### src/design/jbcd_pkg.sv
// jbcd_pkg: shared types, constants and helpers of the block coefficient decoder
// no dependencies; imported by every jbcd module and the top level
`default_nettype none

package jbcd_pkg;

   // block geometry
   localparam int BLOCK_COEFFS = 64;
   localparam int POS_W        = $clog2(BLOCK_COEFFS);
   localparam int MAX_BLOCKS   = 12;
   localparam int BLK_W        = 4;
   localparam int COEF_W       = 16;

   // symbol fields
   localparam int SYM_W        = 8;
   localparam int EXTRA_W      = 11;
   localparam logic [3:0] CAT_MASK = 4'hf;
   localparam logic [3:0] MAX_CAT  = 4'd11;
   localparam logic [2:0] MAX_COUNT = 3'd4;

   // component codes
   localparam logic [1:0] COMP_Y  = 2'd0;
   localparam logic [1:0] COMP_CB = 2'd1;
   localparam logic [1:0] COMP_CR = 2'd2;

   // configuration register indexes
   typedef enum logic [2:0] {
      REG_MODE         = 3'd0,
      REG_COUNT_Y      = 3'd1,
      REG_COUNT_CB     = 3'd2,
      REG_COUNT_CR     = 3'd3,
      REG_ORDER_FIRST  = 3'd4,
      REG_ORDER_SECOND = 3'd5,
      REG_ORDER_THIRD  = 3'd6
   } reg_index_type;

   // classified symbol, front to back
   typedef struct packed {
      logic [3:0]        run;
      logic              eob;
      logic [COEF_W-1:0] value;
   } sym_item_type;

   // mcu layout: component per slot and block index boundaries
   typedef struct packed {
      logic [1:0]       c0;
      logic [1:0]       c1;
      logic [1:0]       c2;
      logic [BLK_W-1:0] b0;
      logic [BLK_W-1:0] b1;
      logic [BLK_W-1:0] total;
      logic             empty;
   } layout_type;

   // back end sequencer states
   typedef enum logic {
      BACK_IDLE,
      BACK_EXPAND
   } back_state_type;

   // component of a block index within the mcu
   function automatic logic [1:0] comp_of(input layout_type l, input logic [BLK_W-1:0] idx);
      logic [1:0] c;
      if (l.empty) c = COMP_Y;
      else if (idx < l.b0) c = l.c0;
      else if (idx < l.b1) c = l.c1;
      else c = l.c2;
      return c;
   endfunction

endpackage

`default_nettype wire

### src/design/jpeg_block_coefficient_decoder.sv
// channel   dir  beat contents
// req       in   tdata: symbol, extra_bits
// rsp       out  tdata: coefficient, position, block flags, next table; tuser: component
// csr       in   apb-style writes and reads of the seven layout registers
//
// a symbol is loaded into the back end from the idle state and then expanded into
// its coefficients, one per beat while rsp is not stalled, up to the block end for
// an end-of-block; the coefficient sequencer in jbcd_back sets the rate.
// a two-entry queue lets symbol beats be taken while the back end expands runs.
// reset is synchronous and clears predictors, block walk and registers to defaults.
// under a stall the rsp register holds its beat; the queue stops the front once full.
// top level: depends on jbcd_pkg, jbcd_csr, jbcd_front, jbcd_queue, jbcd_back
`default_nettype none

module jpeg_block_coefficient_decoder (
   input  wire         clock,
   input  wire         reset,
   // symbol beats
   input  wire         req_tvalid,
   output logic        req_tready,
   input  wire  [23:0] req_tdata,   // symbol[7:0], extra_bits[18:8], zero[23:19]
   // coefficient beats
   output logic        rsp_tvalid,
   input  wire         rsp_tready,
   output logic [31:0] rsp_tdata,   // coefficient[15:0], position[21:16],
                                    // block_index[25:22], block_done[26], mcu_done[27],
                                    // overrun[28], next_is_ac[29], next_component[31:30]
   output logic [1:0]  rsp_tuser,   // component[1:0]
   output logic        rsp_tlast,   // last_result
   // configuration
   input  wire         csr_psel,
   input  wire         csr_penable,
   input  wire         csr_pwrite,
   input  wire  [4:0]  csr_paddr,
   input  wire  [31:0] csr_pwdata,
   output logic [31:0] csr_prdata,
   output logic        csr_pready
);
   import jbcd_pkg::*;

   layout_type   layout;
   sym_item_type push_item, pop_item;
   logic         push, push_ready, pop, pop_valid;

   logic [COEF_W-1:0] coefficient;
   logic [1:0]        component, next_component;
   logic [POS_W-1:0]  position;
   logic [BLK_W-1:0]  block_index;
   logic              block_done, mcu_done, overrun, next_is_ac;

   jbcd_csr u_csr (
      .clock       (clock),
      .reset       (reset),
      .csr_psel    (csr_psel),
      .csr_penable (csr_penable),
      .csr_pwrite  (csr_pwrite),
      .csr_paddr   (csr_paddr),
      .csr_pwdata  (csr_pwdata),
      .csr_prdata  (csr_prdata),
      .csr_pready  (csr_pready),
      .layout      (layout)
   );

   jbcd_front u_front (
      .req_valid   (req_tvalid),
      .req_ready   (req_tready),
      .symbol      (req_tdata[7:0]),
      .extra_bits  (req_tdata[18:8]),
      .push        (push),
      .item        (push_item),
      .queue_ready (push_ready)
   );

   jbcd_queue u_queue (
      .clock      (clock),
      .reset      (reset),
      .push       (push),
      .push_item  (push_item),
      .push_ready (push_ready),
      .pop        (pop),
      .pop_item   (pop_item),
      .pop_valid  (pop_valid)
   );

   jbcd_back u_back (
      .clock          (clock),
      .reset          (reset),
      .layout         (layout),
      .item           (pop_item),
      .item_valid     (pop_valid),
      .item_pop       (pop),
      .rsp_valid      (rsp_tvalid),
      .rsp_ready      (rsp_tready),
      .coefficient    (coefficient),
      .component      (component),
      .position       (position),
      .block_index    (block_index),
      .block_done     (block_done),
      .mcu_done       (mcu_done),
      .last_result    (rsp_tlast),
      .overrun        (overrun),
      .next_is_ac     (next_is_ac),
      .next_component (next_component)
   );

   // result beat packing
   assign rsp_tdata = {next_component, next_is_ac, overrun, mcu_done, block_done,
                       block_index, position, coefficient};
   assign rsp_tuser = component;

endmodule

`default_nettype wire

### src/design/jbcd_csr.sv
// jbcd_csr: configuration registers on the apb-style port and mcu layout register
// depends on jbcd_pkg
`default_nettype none

module jbcd_csr (
   input  wire                     clock,
   input  wire                     reset,
   input  wire                     csr_psel,
   input  wire                     csr_penable,
   input  wire                     csr_pwrite,
   input  wire  [4:0]              csr_paddr,
   input  wire  [31:0]             csr_pwdata,
   output logic [31:0]             csr_prdata,
   output logic                    csr_pready,
   output jbcd_pkg::layout_type    layout
);
   import jbcd_pkg::*;

   logic       mode_ff, mode_in;
   logic [2:0] cnt_y_ff, cnt_y_in, cnt_cb_ff, cnt_cb_in, cnt_cr_ff, cnt_cr_in;
   logic [1:0] ord0_ff, ord0_in, ord1_ff, ord1_in, ord2_ff, ord2_in;
   layout_type layout_ff, layout_in;

   reg_index_type idx;
   logic          wr_en;
   logic [2:0]    n0, n1, n2;
   logic [BLK_W-1:0] sum01, sum012;

   function automatic logic [2:0] sat_count(input logic [2:0] c);
      return (c > MAX_COUNT) ? MAX_COUNT : c;
   endfunction

   assign csr_pready = 1'b1;
   assign idx   = reg_index_type'(csr_paddr[4:2]);
   assign wr_en = csr_psel && csr_penable && csr_pwrite && csr_pready;

   // register writes
   always_comb begin
      mode_in   = mode_ff;
      cnt_y_in  = cnt_y_ff;
      cnt_cb_in = cnt_cb_ff;
      cnt_cr_in = cnt_cr_ff;
      ord0_in   = ord0_ff;
      ord1_in   = ord1_ff;
      ord2_in   = ord2_ff;
      if (wr_en) begin
         unique case (idx)
            REG_MODE:         mode_in   = csr_pwdata[0];
            REG_COUNT_Y:      cnt_y_in  = csr_pwdata[2:0];
            REG_COUNT_CB:     cnt_cb_in = csr_pwdata[2:0];
            REG_COUNT_CR:     cnt_cr_in = csr_pwdata[2:0];
            REG_ORDER_FIRST:  ord0_in   = csr_pwdata[1:0];
            REG_ORDER_SECOND: ord1_in   = csr_pwdata[1:0];
            REG_ORDER_THIRD:  ord2_in   = csr_pwdata[1:0];
            default:          ;
         endcase
      end
   end

   always_ff @(posedge clock) begin
      if (reset) begin
         mode_ff   <= 1'b1;
         cnt_y_ff  <= 3'd1;
         cnt_cb_ff <= 3'd1;
         cnt_cr_ff <= 3'd1;
         ord0_ff   <= COMP_Y;
         ord1_ff   <= COMP_CB;
         ord2_ff   <= COMP_CR;
      end else begin
         mode_ff   <= mode_in;
         cnt_y_ff  <= cnt_y_in;
         cnt_cb_ff <= cnt_cb_in;
         cnt_cr_ff <= cnt_cr_in;
         ord0_ff   <= ord0_in;
         ord1_ff   <= ord1_in;
         ord2_ff   <= ord2_in;
      end
   end

   // read back
   always_comb begin
      unique case (idx)
         REG_MODE:         csr_prdata = {31'd0, mode_ff};
         REG_COUNT_Y:      csr_prdata = {29'd0, cnt_y_ff};
         REG_COUNT_CB:     csr_prdata = {29'd0, cnt_cb_ff};
         REG_COUNT_CR:     csr_prdata = {29'd0, cnt_cr_ff};
         REG_ORDER_FIRST:  csr_prdata = {30'd0, ord0_ff};
         REG_ORDER_SECOND: csr_prdata = {30'd0, ord1_ff};
         REG_ORDER_THIRD:  csr_prdata = {30'd0, ord2_ff};
         default:          csr_prdata = 32'd0;
      endcase
   end

   // block count of the component in one order slot, none for an unused slot
   function automatic logic [2:0] slot_count(input logic [1:0] c, input logic [2:0] y,
                                             input logic [2:0] cb, input logic [2:0] cr);
      logic [2:0] n;
      case (c)
         COMP_Y:  n = sat_count(y);
         COMP_CB: n = sat_count(cb);
         COMP_CR: n = sat_count(cr);
         default: n = 3'd0;
      endcase
      return n;
   endfunction

   // mcu layout: slot boundaries as running sums of block counts
   always_comb begin
      if (mode_ff) begin
         n0 = slot_count(ord0_ff, cnt_y_ff, cnt_cb_ff, cnt_cr_ff);
         n1 = slot_count(ord1_ff, cnt_y_ff, cnt_cb_ff, cnt_cr_ff);
         n2 = slot_count(ord2_ff, cnt_y_ff, cnt_cb_ff, cnt_cr_ff);
         layout_in.c0 = ord0_ff;
         layout_in.c1 = ord1_ff;
         layout_in.c2 = ord2_ff;
      end else begin
         n0 = sat_count(cnt_y_ff);
         n1 = 3'd0;
         n2 = 3'd0;
         layout_in.c0 = COMP_Y;
         layout_in.c1 = COMP_Y;
         layout_in.c2 = COMP_Y;
      end
      sum01  = BLK_W'(n0) + BLK_W'(n1);
      sum012 = sum01 + BLK_W'(n2);
      layout_in.b0    = BLK_W'(n0);
      layout_in.b1    = sum01;
      layout_in.empty = (sum012 == '0);
      layout_in.total = (sum012 == '0) ? BLK_W'(1) : sum012;
   end

   always_ff @(posedge clock) begin
      layout_ff <= layout_in;
   end

   assign layout = layout_ff;

endmodule

`default_nettype wire

### src/design/jbcd_front.sv
// jbcd_front: accepts symbol beats, clamps the category, decodes the signed value
// depends on jbcd_pkg; feeds jbcd_queue
`default_nettype none

module jbcd_front (
   input  wire                          req_valid,
   output logic                         req_ready,
   input  wire  [jbcd_pkg::SYM_W-1:0]   symbol,
   input  wire  [jbcd_pkg::EXTRA_W-1:0] extra_bits,
   output logic                         push,
   output jbcd_pkg::sym_item_type       item,
   input  wire                          queue_ready
);
   import jbcd_pkg::*;

   logic [3:0]         size;
   logic [EXTRA_W-1:0] full;
   logic [EXTRA_W-1:0] mag;
   logic               top_bit;

   assign req_ready = queue_ready;
   assign push      = req_valid && queue_ready;

   // category clamp and magnitude mask
   always_comb begin
      size    = (symbol[3:0] & CAT_MASK) > MAX_CAT ? MAX_CAT : (symbol[3:0] & CAT_MASK);
      full    = ~({EXTRA_W{1'b1}} << size);
      mag     = extra_bits & full;
      top_bit = (size == 4'd0) ? 1'b1 : mag[size - 4'd1];
   end

   // leading zero means negative: value minus all-ones of the category
   always_comb begin
      item.run   = symbol[7:4];
      item.eob   = (symbol == '0);
      if (size == 4'd0) item.value = '0;
      else if (!top_bit) item.value = COEF_W'(mag) - COEF_W'(full);
      else item.value = COEF_W'(mag);
   end

endmodule

`default_nettype wire

### src/design/jbcd_queue.sv
// jbcd_queue: two-entry queue of classified symbols between front and back
// depends on jbcd_pkg
`default_nettype none

module jbcd_queue (
   input  wire                     clock,
   input  wire                     reset,
   input  wire                     push,
   input  jbcd_pkg::sym_item_type  push_item,
   output logic                    push_ready,
   input  wire                     pop,
   output jbcd_pkg::sym_item_type  pop_item,
   output logic                    pop_valid
);
   import jbcd_pkg::*;

   sym_item_type entry_ff [2];
   logic       wr_ptr_ff, wr_ptr_in, rd_ptr_ff, rd_ptr_in;
   logic [1:0] fill_ff, fill_in;
   logic       do_push, do_pop;

   assign push_ready = (fill_ff != 2'd2);
   assign pop_valid  = (fill_ff != 2'd0);
   assign pop_item   = entry_ff[rd_ptr_ff];
   assign do_push    = push && push_ready;
   assign do_pop     = pop && pop_valid;

   // pointers and fill level
   always_comb begin
      wr_ptr_in = do_push ? ~wr_ptr_ff : wr_ptr_ff;
      rd_ptr_in = do_pop ? ~rd_ptr_ff : rd_ptr_ff;
      fill_in   = fill_ff + {1'b0, do_push} - {1'b0, do_pop};
   end

   always_ff @(posedge clock) begin
      if (reset) begin
         wr_ptr_ff <= 1'b0;
         rd_ptr_ff <= 1'b0;
         fill_ff   <= 2'd0;
      end else begin
         wr_ptr_ff <= wr_ptr_in;
         rd_ptr_ff <= rd_ptr_in;
         fill_ff   <= fill_in;
      end
   end

   // entry storage
   always_ff @(posedge clock) begin
      if (do_push) entry_ff[wr_ptr_ff] <= push_item;
   end

endmodule

`default_nettype wire

### src/design/jbcd_back.sv
// jbcd_back: dc prediction, zero run expansion and block walk, one coefficient a beat
// depends on jbcd_pkg; pops jbcd_queue, reads the layout from jbcd_csr
`default_nettype none

module jbcd_back (
   input  wire                          clock,
   input  wire                          reset,
   input  jbcd_pkg::layout_type         layout,
   input  jbcd_pkg::sym_item_type       item,
   input  wire                          item_valid,
   output logic                         item_pop,
   output logic                         rsp_valid,
   input  wire                          rsp_ready,
   output logic [jbcd_pkg::COEF_W-1:0]  coefficient,
   output logic [1:0]                   component,
   output logic [jbcd_pkg::POS_W-1:0]   position,
   output logic [jbcd_pkg::BLK_W-1:0]   block_index,
   output logic                         block_done,
   output logic                         mcu_done,
   output logic                         last_result,
   output logic                         overrun,
   output logic                         next_is_ac,
   output logic [1:0]                   next_component
);
   import jbcd_pkg::*;

   localparam logic [POS_W-1:0] LAST_POS = POS_W'(BLOCK_COEFFS - 1);

   back_state_type state_ff, state_in;

   // walk position and dc predictors
   logic [POS_W-1:0]  pos_ff, pos_in;
   logic [BLK_W-1:0]  blk_ff, blk_in;
   logic [COEF_W-1:0] pred_ff [3];
   logic [COEF_W-1:0] pred_in [3];

   // per-symbol expansion context
   logic [POS_W-1:0]  end_ff, end_in;
   logic [COEF_W-1:0] lastc_ff, lastc_in;
   logic              over_ff, over_in;
   logic [1:0]        comp_ff, comp_in, ncomp_ff, ncomp_in;
   logic [BLK_W-1:0]  nblk_ff, nblk_in;
   logic              wrap_ff, wrap_in;

   // output register
   logic              out_valid_ff, out_valid_in;
   logic [COEF_W-1:0] out_coef_ff, out_coef_in;
   logic [1:0]        out_comp_ff, out_comp_in, out_ncomp_ff, out_ncomp_in;
   logic [POS_W-1:0]  out_pos_ff, out_pos_in;
   logic [BLK_W-1:0]  out_blk_ff, out_blk_in;
   logic              out_bdone_ff, out_bdone_in, out_mdone_ff, out_mdone_in;
   logic              out_last_ff, out_last_in, out_over_ff, out_over_in;
   logic              out_nac_ff, out_nac_in;

   logic [BLK_W-1:0]  blk_eff, nb_raw;
   logic              nb_wrap;
   logic [1:0]        comp_cur;
   logic [COEF_W-1:0] pred_cur, pred_sum;
   logic [POS_W:0]    run_sum;
   logic              emit_ok, beat_last, beat_bdone;

   // block and table lookups for a symbol about to start
   always_comb begin
      blk_eff  = (blk_ff >= layout.total) ? '0 : blk_ff;
      nb_raw   = blk_eff + BLK_W'(1);
      nb_wrap  = (nb_raw >= layout.total);
      comp_cur = comp_of(layout, blk_eff);
      case (comp_cur)
         COMP_CB: pred_cur = pred_ff[1];
         COMP_CR: pred_cur = pred_ff[2];
         default: pred_cur = pred_ff[0];
      endcase
      pred_sum = pred_cur + item.value;
      run_sum  = {1'b0, pos_ff} + (POS_W + 1)'(item.run);
   end

   assign emit_ok    = !out_valid_ff || rsp_ready;
   assign beat_last  = (pos_ff == end_ff);
   assign beat_bdone = (pos_ff == LAST_POS);

   // sequencer: load a symbol, then emit one coefficient per beat up to its end
   always_comb begin
      state_in     = state_ff;
      item_pop     = 1'b0;
      pos_in       = pos_ff;
      blk_in       = blk_ff;
      pred_in      = pred_ff;
      end_in       = end_ff;
      lastc_in     = lastc_ff;
      over_in      = over_ff;
      comp_in      = comp_ff;
      ncomp_in     = ncomp_ff;
      nblk_in      = nblk_ff;
      wrap_in      = wrap_ff;
      out_valid_in = rsp_ready ? 1'b0 : out_valid_ff;
      out_coef_in  = out_coef_ff;
      out_comp_in  = out_comp_ff;
      out_ncomp_in = out_ncomp_ff;
      out_pos_in   = out_pos_ff;
      out_blk_in   = out_blk_ff;
      out_bdone_in = out_bdone_ff;
      out_mdone_in = out_mdone_ff;
      out_last_in  = out_last_ff;
      out_over_in  = out_over_ff;
      out_nac_in   = out_nac_ff;
      unique case (state_ff)
         BACK_IDLE: begin
            if (item_valid) begin
               item_pop = 1'b1;
               state_in = BACK_EXPAND;
               blk_in   = blk_eff;
               comp_in  = comp_cur;
               nblk_in  = nb_wrap ? '0 : nb_raw;
               wrap_in  = nb_wrap;
               ncomp_in = comp_of(layout, nb_wrap ? '0 : nb_raw);
               over_in  = 1'b0;
               if (pos_ff == '0) begin
                  // dc difference into the component predictor
                  end_in   = '0;
                  lastc_in = pred_sum;
                  case (comp_cur)
                     COMP_CB: pred_in[1] = pred_sum;
                     COMP_CR: pred_in[2] = pred_sum;
                     default: pred_in[0] = pred_sum;
                  endcase
               end else if (item.eob) begin
                  end_in   = LAST_POS;
                  lastc_in = '0;
               end else if (run_sum > (POS_W + 1)'(LAST_POS)) begin
                  // run past the block end: zeros to the end, value dropped
                  end_in   = LAST_POS;
                  lastc_in = '0;
                  over_in  = 1'b1;
               end else begin
                  end_in   = run_sum[POS_W-1:0];
                  lastc_in = item.value;
               end
            end
         end
         BACK_EXPAND: begin
            if (emit_ok) begin
               out_valid_in = 1'b1;
               out_coef_in  = beat_last ? lastc_ff : '0;
               out_comp_in  = comp_ff;
               out_pos_in   = pos_ff;
               out_blk_in   = blk_ff;
               out_bdone_in = beat_bdone;
               out_mdone_in = beat_bdone && wrap_ff;
               out_last_in  = beat_last;
               out_over_in  = beat_last && over_ff;
               out_nac_in   = !beat_bdone;
               out_ncomp_in = beat_bdone ? ncomp_ff : comp_ff;
               if (beat_bdone) begin
                  pos_in = '0;
                  blk_in = nblk_ff;
               end else begin
                  pos_in = pos_ff + POS_W'(1);
               end
               if (beat_last) state_in = BACK_IDLE;
            end
         end
         default: state_in = BACK_IDLE;
      endcase
   end

   always_ff @(posedge clock) begin
      if (reset) begin
         state_ff     <= BACK_IDLE;
         pos_ff       <= '0;
         blk_ff       <= '0;
         pred_ff[0]   <= '0;
         pred_ff[1]   <= '0;
         pred_ff[2]   <= '0;
         out_valid_ff <= 1'b0;
      end else begin
         state_ff     <= state_in;
         pos_ff       <= pos_in;
         blk_ff       <= blk_in;
         pred_ff      <= pred_in;
         out_valid_ff <= out_valid_in;
      end
   end

   // symbol context and result payload
   always_ff @(posedge clock) begin
      end_ff       <= end_in;
      lastc_ff     <= lastc_in;
      over_ff      <= over_in;
      comp_ff      <= comp_in;
      ncomp_ff     <= ncomp_in;
      nblk_ff      <= nblk_in;
      wrap_ff      <= wrap_in;
      out_coef_ff  <= out_coef_in;
      out_comp_ff  <= out_comp_in;
      out_ncomp_ff <= out_ncomp_in;
      out_pos_ff   <= out_pos_in;
      out_blk_ff   <= out_blk_in;
      out_bdone_ff <= out_bdone_in;
      out_mdone_ff <= out_mdone_in;
      out_last_ff  <= out_last_in;
      out_over_ff  <= out_over_in;
      out_nac_ff   <= out_nac_in;
   end

   assign rsp_valid      = out_valid_ff;
   assign coefficient    = out_coef_ff;
   assign component      = out_comp_ff;
   assign position       = out_pos_ff;
   assign block_index    = out_blk_ff;
   assign block_done     = out_bdone_ff;
   assign mcu_done       = out_mdone_ff;
   assign last_result    = out_last_ff;
   assign overrun        = out_over_ff;
   assign next_is_ac     = out_nac_ff;
   assign next_component = out_ncomp_ff;

endmodule

`default_nettype wire
### config.mk
export PLATFORM = sky130hd
export DESIGN_NAME = jpeg_block_coefficient_decoder
export DESIGN_NICKNAME = d
export VERILOG_FILES = /design/src/design/jbcd_pkg.sv /design/src/design/jpeg_block_coefficient_decoder.sv /design/src/design/jbcd_csr.sv /design/src/design/jbcd_front.sv /design/src/design/jbcd_queue.sv /design/src/design/jbcd_back.sv
export SDC_FILE = /design/constraint.sdc
export NUM_CORES = 1
export LEC_CHECK = 0
export BUFFER_PORTS_ARGS = -buffer_cell sky130_fd_sc_hd__clkbuf_2
export CAP_MARGIN = 40
export CORE_MARGIN = 4
export CORE_UTILIZATION = 64
export DETAILED_ROUTE_END_ITERATION = 6
export PLACE_DENSITY = 0.89
export SYNTH_ARGS = -nofsm -noshare
export SYNTH_HDL_FRONTEND = slang
export SYNTH_HIERARCHICAL = 1
export SYNTH_SLANG_ARGS = --single-unit
### constraint.sdc
create_clock -name clock -period 18 [get_ports clock]
set_clock_uncertainty 0.1 [all_clocks]
set_input_delay 0.9 -clock clock [delete_from_list [all_inputs] [get_ports clock]]
set_output_delay 0.9 -clock clock [all_outputs]
set_load 0.01 [all_outputs]
== Word level (Yosys, flattened, before mapping) ==
Memory sizes are Yosys's and may differ from the RTL's. A register that Yosys moved wholly into a read port is not among the register bits.
Index checks and enable logic that the tools add are counted.
Storage, ports and cells
  word-level logic and storage cells: 173
  memories kept: 1
  bits of input ports: 68
  output and inout bits: 70
  RAM bits: 42
  bits in registers: 165
Cells by class
  equal/unequal tests: 20
  $add $sub $neg: 10
  $lt $le $gt $ge: 12
  shifts and indexed selects: 1
  reductions and logical operators: 34
  bitwise gates (word level): 6
  muxes and demuxes: 48
Memories
  u_queue.entry_ff: depth 2, width 21, rd ports 1, clocked after Yosys merged registers in 1, write ports 1, RTL line jbcd_queue.sv:17  | sym_item_type entry_ff [2];
Operators with widths (number)
  $mux 16: 5
  $pmux 16 s2: 1
  $pmux 3 s3: 3
  $mux 4: 6
  $pmux 3 s7: 1
  $mux 3: 6
  $mux 6: 3
  $reduce_and 2->1: 9
  $add 16x16->16: 1
  $mux 1: 14
  $mux 2: 6
  $reduce_and 4->1: 3
  $sub 11x11->12: 1
  $and 11x11->11: 1
  $not 11->11: 1
  $shl 11x4->11 const A: 1
  $eq 3x3->1 const B: 3
  $gt 3x3->1 const B: 3
  $eq 2x1->1 const B: 4
  $eq 2x2->1 const B: 4
  $ge 4x4->1: 2
  $logic_not 4->1: 2
  $logic_not 8->1: 1
  $lt 4x3->1: 2
  other kinds (30): 48

== Depth between registers and ports, before layout ==
  depth after elaboration: 10
  depth in mapped cells: 25
  gate-level depth less buffers: 23

== Hierarchy ==
The synthesis kept the hierarchy.
Modules (own cells, without submodules)
  jbcd_back: area an instance 6729.0 sq um, seq. area each 3213.1 sq um, times used 1, cells an instance 693
  jbcd_csr: area an instance 1931.9 sq um, seq. area each 680.7 sq um, times used 1, cells an instance 232
  jbcd_queue: area an instance 1750.4 sq um, seq. area each 1361.3 sq um, times used 1, cells an instance 89
  jbcd_front: area an instance 1078.5 sq um, seq. area each 0.0 sq um, times used 1, cells an instance 171
  jpeg_block_coefficient_decoder: area an instance 30.0 sq um, seq. area each 0.0 sq um, times used 1, cells an instance 4

== Worst setup path after synthesis ==
No wires, ideal clock.
  kind: reg2reg
  from: register u_back.blk_ff[0]
  to: register u_back.lastc_ff[14] (data pin)
  cell stages (with the launch flop): 25
  arrival: 5.707 ns
  setup time: 0.256 ns
  period minus slack after synthesis: 6.064 ns
  setup slack: 11.936 ns
  required time: 17.644 ns
  path buffers: 2
  cells stage by stage: dfxtp_1 inv_1 ha_1 nand2b_4 a2111oi_4 or2_2 and2_1 ha_1 a21o_1 o311ai_0 o211a_1 nand3_1 a311o_1 ha_1 clkbuf_1 clkbuf_1 o21ai_0 ha_1 fa_1 a211oi_1 o21a_1 o41ai_2 a31oi_1 xnor2_1 a22o_1
On the way
  word-level cells in the longest chain between the ends: 10
  elaborated cells on any way between the ends: 12
  those cells by class: add/sub: 1; order compare: 3; eq/ne: 2; mux: 6
RTL lines
  start: declaration: RTL line jbcd_back.sv:33  | logic [BLK_W-1:0] blk_ff, blk_in;
  start signal: assignment: RTL line jbcd_back.sv:178  | blk_ff <= blk_in;
  $ge 4x4->1: RTL line jbcd_back.sv:64  | blk_eff = (blk_ff >= layout.total) ? '0 : blk_ff;
  $mux 4 *: RTL line jbcd_back.sv:64
  $lt 4x4->1: RTL line jbcd_pkg.sv:66  | else if (idx < l.b1) c = l.c1;
  $mux 2: RTL line jbcd_pkg.sv:66
  $mux 2 *: RTL line jbcd_pkg.sv:65  | else if (idx < l.b0) c = l.c0;
  $mux 2 *: RTL line jbcd_pkg.sv:64  | if (l.empty) c = COMP_Y;
  $eq 2x2->1 / $eq 2x1->1 (equally long branches): RTL line jbcd_back.sv:68  | case (comp_cur)
  $pmux 16 s2 *: RTL line jbcd_back.sv:68
  $add 16x16->16 *: RTL line jbcd_back.sv:73  | pred_sum = pred_cur + item.value;
  $mux 16 *: RTL line jbcd_back.sv:117  | if (pos_ff == '0) begin
  end signal: assignment: RTL line jbcd_back.sv:187  | lastc_ff <= lastc_in;
  end: declaration: RTL line jbcd_back.sv:39  | logic [COEF_W-1:0] lastc_ff, lastc_in;
Mark *: on every way between the ends. The rest lies on a longest branch, timed or not.
A chain may end at the register's enable or synchronous reset.

== Final worst setup path ==
  from: register u_back.blk_ff[0]
  to: register u_back.lastc_ff[15] (data pin)
On the way
  word-level cells in the longest chain between the ends: 10
  elaborated cells on any way between the ends: 12
  those cells by class: add/sub: 1; order compare: 3; eq/ne: 2; mux: 6
RTL lines
  $ge 4x4->1: RTL line jbcd_back.sv:64
  $mux 4 *: RTL line jbcd_back.sv:64
  $lt 4x4->1: RTL line jbcd_pkg.sv:66
  $mux 2: RTL line jbcd_pkg.sv:66
  $mux 2 *: RTL line jbcd_pkg.sv:65
  $mux 2 *: RTL line jbcd_pkg.sv:64
  named net u_back.comp_cur[0]: RTL line jbcd_back.sv:57  | logic [1:0] comp_cur;
  $eq 2x2->1 / $eq 2x1->1 (equally long branches): RTL line jbcd_back.sv:68
  $pmux 16 s2 *: RTL line jbcd_back.sv:68
  $add 16x16->16 *: RTL line jbcd_back.sv:73
  $mux 16 *: RTL line jbcd_back.sv:117
Mark *: on every way through the listed nets, which the timed path passes. The rest lies on a longest branch.

==> impl_results.rst <==
.. list-table::
   :header-rows: 1

   * - Metric
     - Value
   * - Run status
     - complete, no violations
   * - Arrival time of data at the critical path endpoint
     - 7.55 ns
   * - Per-cell via count in the routed design
     - 6.22
   * - Synthesized area per cell
     - 9.69 sq um
   * - Cell family with the largest share of critical-path delay
     - compound AO/OA/AOI/OAI gates
   * - EDFF count, synth
     - 109
   * - Setup fix buffers added after clock tree synthesis
     - 0
   * - Number of buffers added to fix hold violations after cts
     - 0
   * - Delay of the slowest cell on the worst path
     - 0.75 ns
   * - Worst r2r path cells
     - 22
   * - Final Critical Period
     - 7.32 ns
   * - Fmax achieved
     - 137 MHz
   * - Nets
     - 1343
   * - Final period utilization
     - 40.7%
   * - Max-capacitance violation count
     - 0
   * - Clock-pin slew reported for the worst setup and hold paths after clock tree synthesis
     - 0.06 ns
   * - GR Overflow Total
     - 0
   * - Clock tree from TritonCTS
     - built
   * - Final WL
     - 26800 um
   * - Antenna diode instance count
     - 0
   * - Num CTS Buffers
     - 22
   * - Count of yosys warnings during synthesis
     - 6
   * - Buffers added on ports
     - 71
   * - All-Layer GR Usage
     - 26.3%
   * - Share of post-route cells with drive strength above 1
     - 11.9%
   * - Number of iterations in the first detailed-routing pass
     - 5
   * - Dominant register cell in the synthesized netlist
     - edfxtp_1
   * - Design internal power
     - 0.00113 W
   * - Vias in the first global route
     - 8663
   * - Cell with the most instances on the worst path
     - ha_1
   * - Number of H-tree levels
     - 1
   * - CP Cell Sequence
     - inv_1 > ha_1 > nand2b_4 > a2111oi_4 > or2_2 > and2_1 > ha_1 > a21o_1 > o311ai_0 > o211a_1 > nand3_1 > a311oi_1 > ha_1 > a22oi_1 > o21ai_0 > ha_1 > a211oi_2 > o21ai_2 > a2111oi_4 > nor2_2 > a311o_1 > o21ai_0
   * - Initial cell density of the core
     - 65.9%
   * - Final-report setup violation count
     - 0
   * - Hold Path Depth
     - 2
   * - Worst-path fanout max
     - 18
   * - Share of the synthesized area in the top cell type
     - 28.4%
   * - Unrepaired setup endpoints after global routing
     - no
   * - Combinational power share
     - 37.8%
   * - Clock tree root buffer cell
     - clkbuf_16
   * - Mapped Cells
     - 1189
   * - Worst Max-Slew Pin Slew
     - 0.917 ns
   * - Max_slew headroom
     - 38.9%
   * - CTS sink count
     - 208
   * - Net switching share of the total power
     - 37.1%
   * - Worst Path Required
     - 18.23 ns
   * - Share of async-settable or async-resettable flops after synthesis
     - 0%
   * - Initial antenna violation count
     - 0
   * - Global-route wire length before repair
     - 43500 um
   * - Maximum number of pins on one net before global-route repair
     - 89
   * - Residual DRC
     - 0
   * - Sw power
     - 0.000666 W
   * - Cell types occupying the most area after synthesis
     - edfxtp_1, dfxtp_1, ha_1
   * - PwrDens
     - 144 nW/um^2
   * - Worst slack on hold paths
     - 0.355 ns
   * - Peak VDD IR
     - 0.0000961 V
   * - Die X-Extent
     - 142 um
   * - Drt initial violations
     - 808
   * - Total stage count of the critical path
     - 22
   * - Share of total power in the clock network
     - 23.6%
   * - Post-synthesis cell area
     - 11500 sq um
   * - Count of buffer and inverter cells on the critical path
     - 1
   * - Number of nets with antenna violations after detailed routing
     - 0
   * - Maximum clock insertion buffer count
     - 3
   * - Filler cells
     - 1274
   * - Placed wire-length estimate after detailed placement
     - 18400 um
   * - Sum Neg Setup Slack
     - 0 ns
   * - Cell type with the largest total area after synthesis
     - edfxtp_1
   * - Floorplan Core Area
     - 17500 sq um
   * - Number of rows in the core area
     - 48
   * - Clock latency on the worst-skew pair
     - 0.52 ns
   * - Max-slew violations
     - 0
   * - Sequential fraction of design power
     - 38.6%
   * - Count of distinct cell types in the synthesized netlist
     - 83
   * - Number of top-level pins
     - 138
   * - Resized cells post-CTS
     - 0
   * - Leakage Power
     - 4.86 nW
   * - Final hold violations
     - 0
   * - Area enclosed by the die boundary
     - 20200 sq um
   * - Placer's final routability congestion estimate
     - 0.953
   * - Average wire per standard cell
     - 18.4 um
   * - Share of synthesized area occupied by flip-flops and latches
     - 45.6%
   * - Element type at the critical path end
     - flip-flop
   * - Synthesis-stage register bit count
     - 208
   * - P&R area growth vs syn
     - 7.99%
   * - Die extent in y
     - 142 um
   * - Overall via count from detail_route
     - 9086
   * - Worst setup SP type
     - flip-flop
   * - Worst Setup Path Type
     - reg2reg
   * - Cell with the largest stage delay on the worst path
     - ha_1
   * - Type of the tightest min-delay check
     - reg2reg
[state kept, by name, summed over array words and instances, names as in the netlist, 6 cells and up, named ones only]
signal,cells
u_csr/layout,18
u_back/pred_ff,48
u_back/end_ff,6
u_queue/entry_ff,42
u_back/position,6
u_back/pos_ff,6
u_back/lastc_ff,16
u_back/coefficient,16
[metal layers]
metal / global-route usage (%) / part of all wire [%]
met5: 0 / 0
met3: 3.86 / 7.5
met4: 10.4 / 3.8
met1: 33.8 / 40
met2: 44.9 / 49
[path summary, 6_finish.rpt]
check	from	to	slack [ns]
worst max-delay path	u_back/blk_ff[0]	u_back/lastc_ff[15]	10.68
worst min-delay path	u_back/pred_ff[17]	u_back/pred_ff[17]	0.36
worst max register to register	u_back/blk_ff[0]	u_back/lastc_ff[15]	10.68
worst min register to register	u_back/pred_ff[17]	u_back/pred_ff[17]	0.36
[power groups by stage]
stage	combinational, W	sequential (W)	clock, W
6_report	0.000679	0.000694	0.000424
5_1_grt	0.000734	0.000704	0.000452
4_1_cts	0.000667	0.000694	0.000430
3_5_place_dp	0.000656	0.000704	0
3_3_place_gp	0.000621	0.000697	0
2_1_floorplan	0.000474	0.000699	0
[cells in the final DEF, fill, tap and decap left out, types with 8 or more instances in the layout]
master     Yosys  final
nand2_1      140    140
edfxtp_1     109    109
dfxtp_1       99     99
nor2_1        92     91
a21oi_1       86     86
clkbuf_2       0     71
o21ai_0       60     60
ha_1          52     52
inv_1         39     39
and2_1        37     37
conb_1         2     31
xnor2_1       23     23
clkbuf_16      0     22
mux2_1        22     22
a22oi_1       21     21
nand2b_1      18     18
nor3_1        18     18
a211oi_1      17     17
mux2i_1       17     17
nand3_1       15     15
xor2_1        13     13
a21o_1        13     13
nor2b_1       13     12
and3_1        11     11
o21a_1        10     10
o211ai_1      10     10
a22o_1        10     10
nor3b_1       10     10
nand3b_1      10     10
o22ai_1        8      8
[synthesized netlist by cell type (8+ instances only)]
cell type and number:
nand2_1 140, nand3b_1 10, mux2_1 22, o21ai_0 60, dfxtp_1 99, o211ai_1 10
nor2b_1 13, nor2_1 92, a21o_1 13, o21a_1 10, a22o_1 10, nand3_1 15
and3_1 11, a22oi_1 21, buf_4 49, clkbuf_1 32, nor3_1 18, o22ai_1 8
inv_1 39, nand2b_1 18, xnor2_1 23, and2_1 37, mux2i_1 17, buf_2 19
a211oi_1 17, a21oi_1 86, ha_1 52, xor2_1 13, edfxtp_1 109, nor3b_1 10
[area by class of cell]
class                   instances  area, sq um  share of cell area, %
clock inverters                 9         58.8                  0.473
well taps                     225          282                   2.26
clock buffers                  31          618                   4.97
repair buffers                 81          457                   3.67
inverters                      39          146                   1.18
multi-input cells             867         5620                   45.2
flip-flops and latches        208         5260                   42.2
[cells by family after synthesis]
logic type	synth area share, %
multiplexers	3.95
adder cells (fa/ha/maj)	6.43
XOR/XNOR	2.74
AO/OA/AOI/OAI	18.0
AND/OR/NAND/NOR	16.6
flip-flops	45.6
other	0.0652
buffers and inverters	6.59
[per-stage QoR]
stage	setup slack [ns]	total power (W)	util, %	area (sq um)	instances
2_1_floorplan	11.94	0.00117	-	11600	1218
3_3_place_gp	10.86	0.00132	67.0	11700	1416
3_5_place_dp	10.85	0.00136	67.3	11800	1420
4_1_cts	10.76	0.00179	71.2	12400	1460
5_1_grt	10.29	0.00189	71.2	12400	1460
6_report	10.68	0.00180	71.2	12400	1460
[worst reg2reg max path: cells and delay by family, from the launching register on]
kind / cells / cell delay, ns
AOI/OAI and AO/OA: 12 / 3.95
adders and majority gates: 4 / 1.70
and+or+nand+nor: 5 / 0.84
DFF: 1 / 0.46
buffers and inverters: 1 / 0.08
Power figures use the tool's default switching activity.
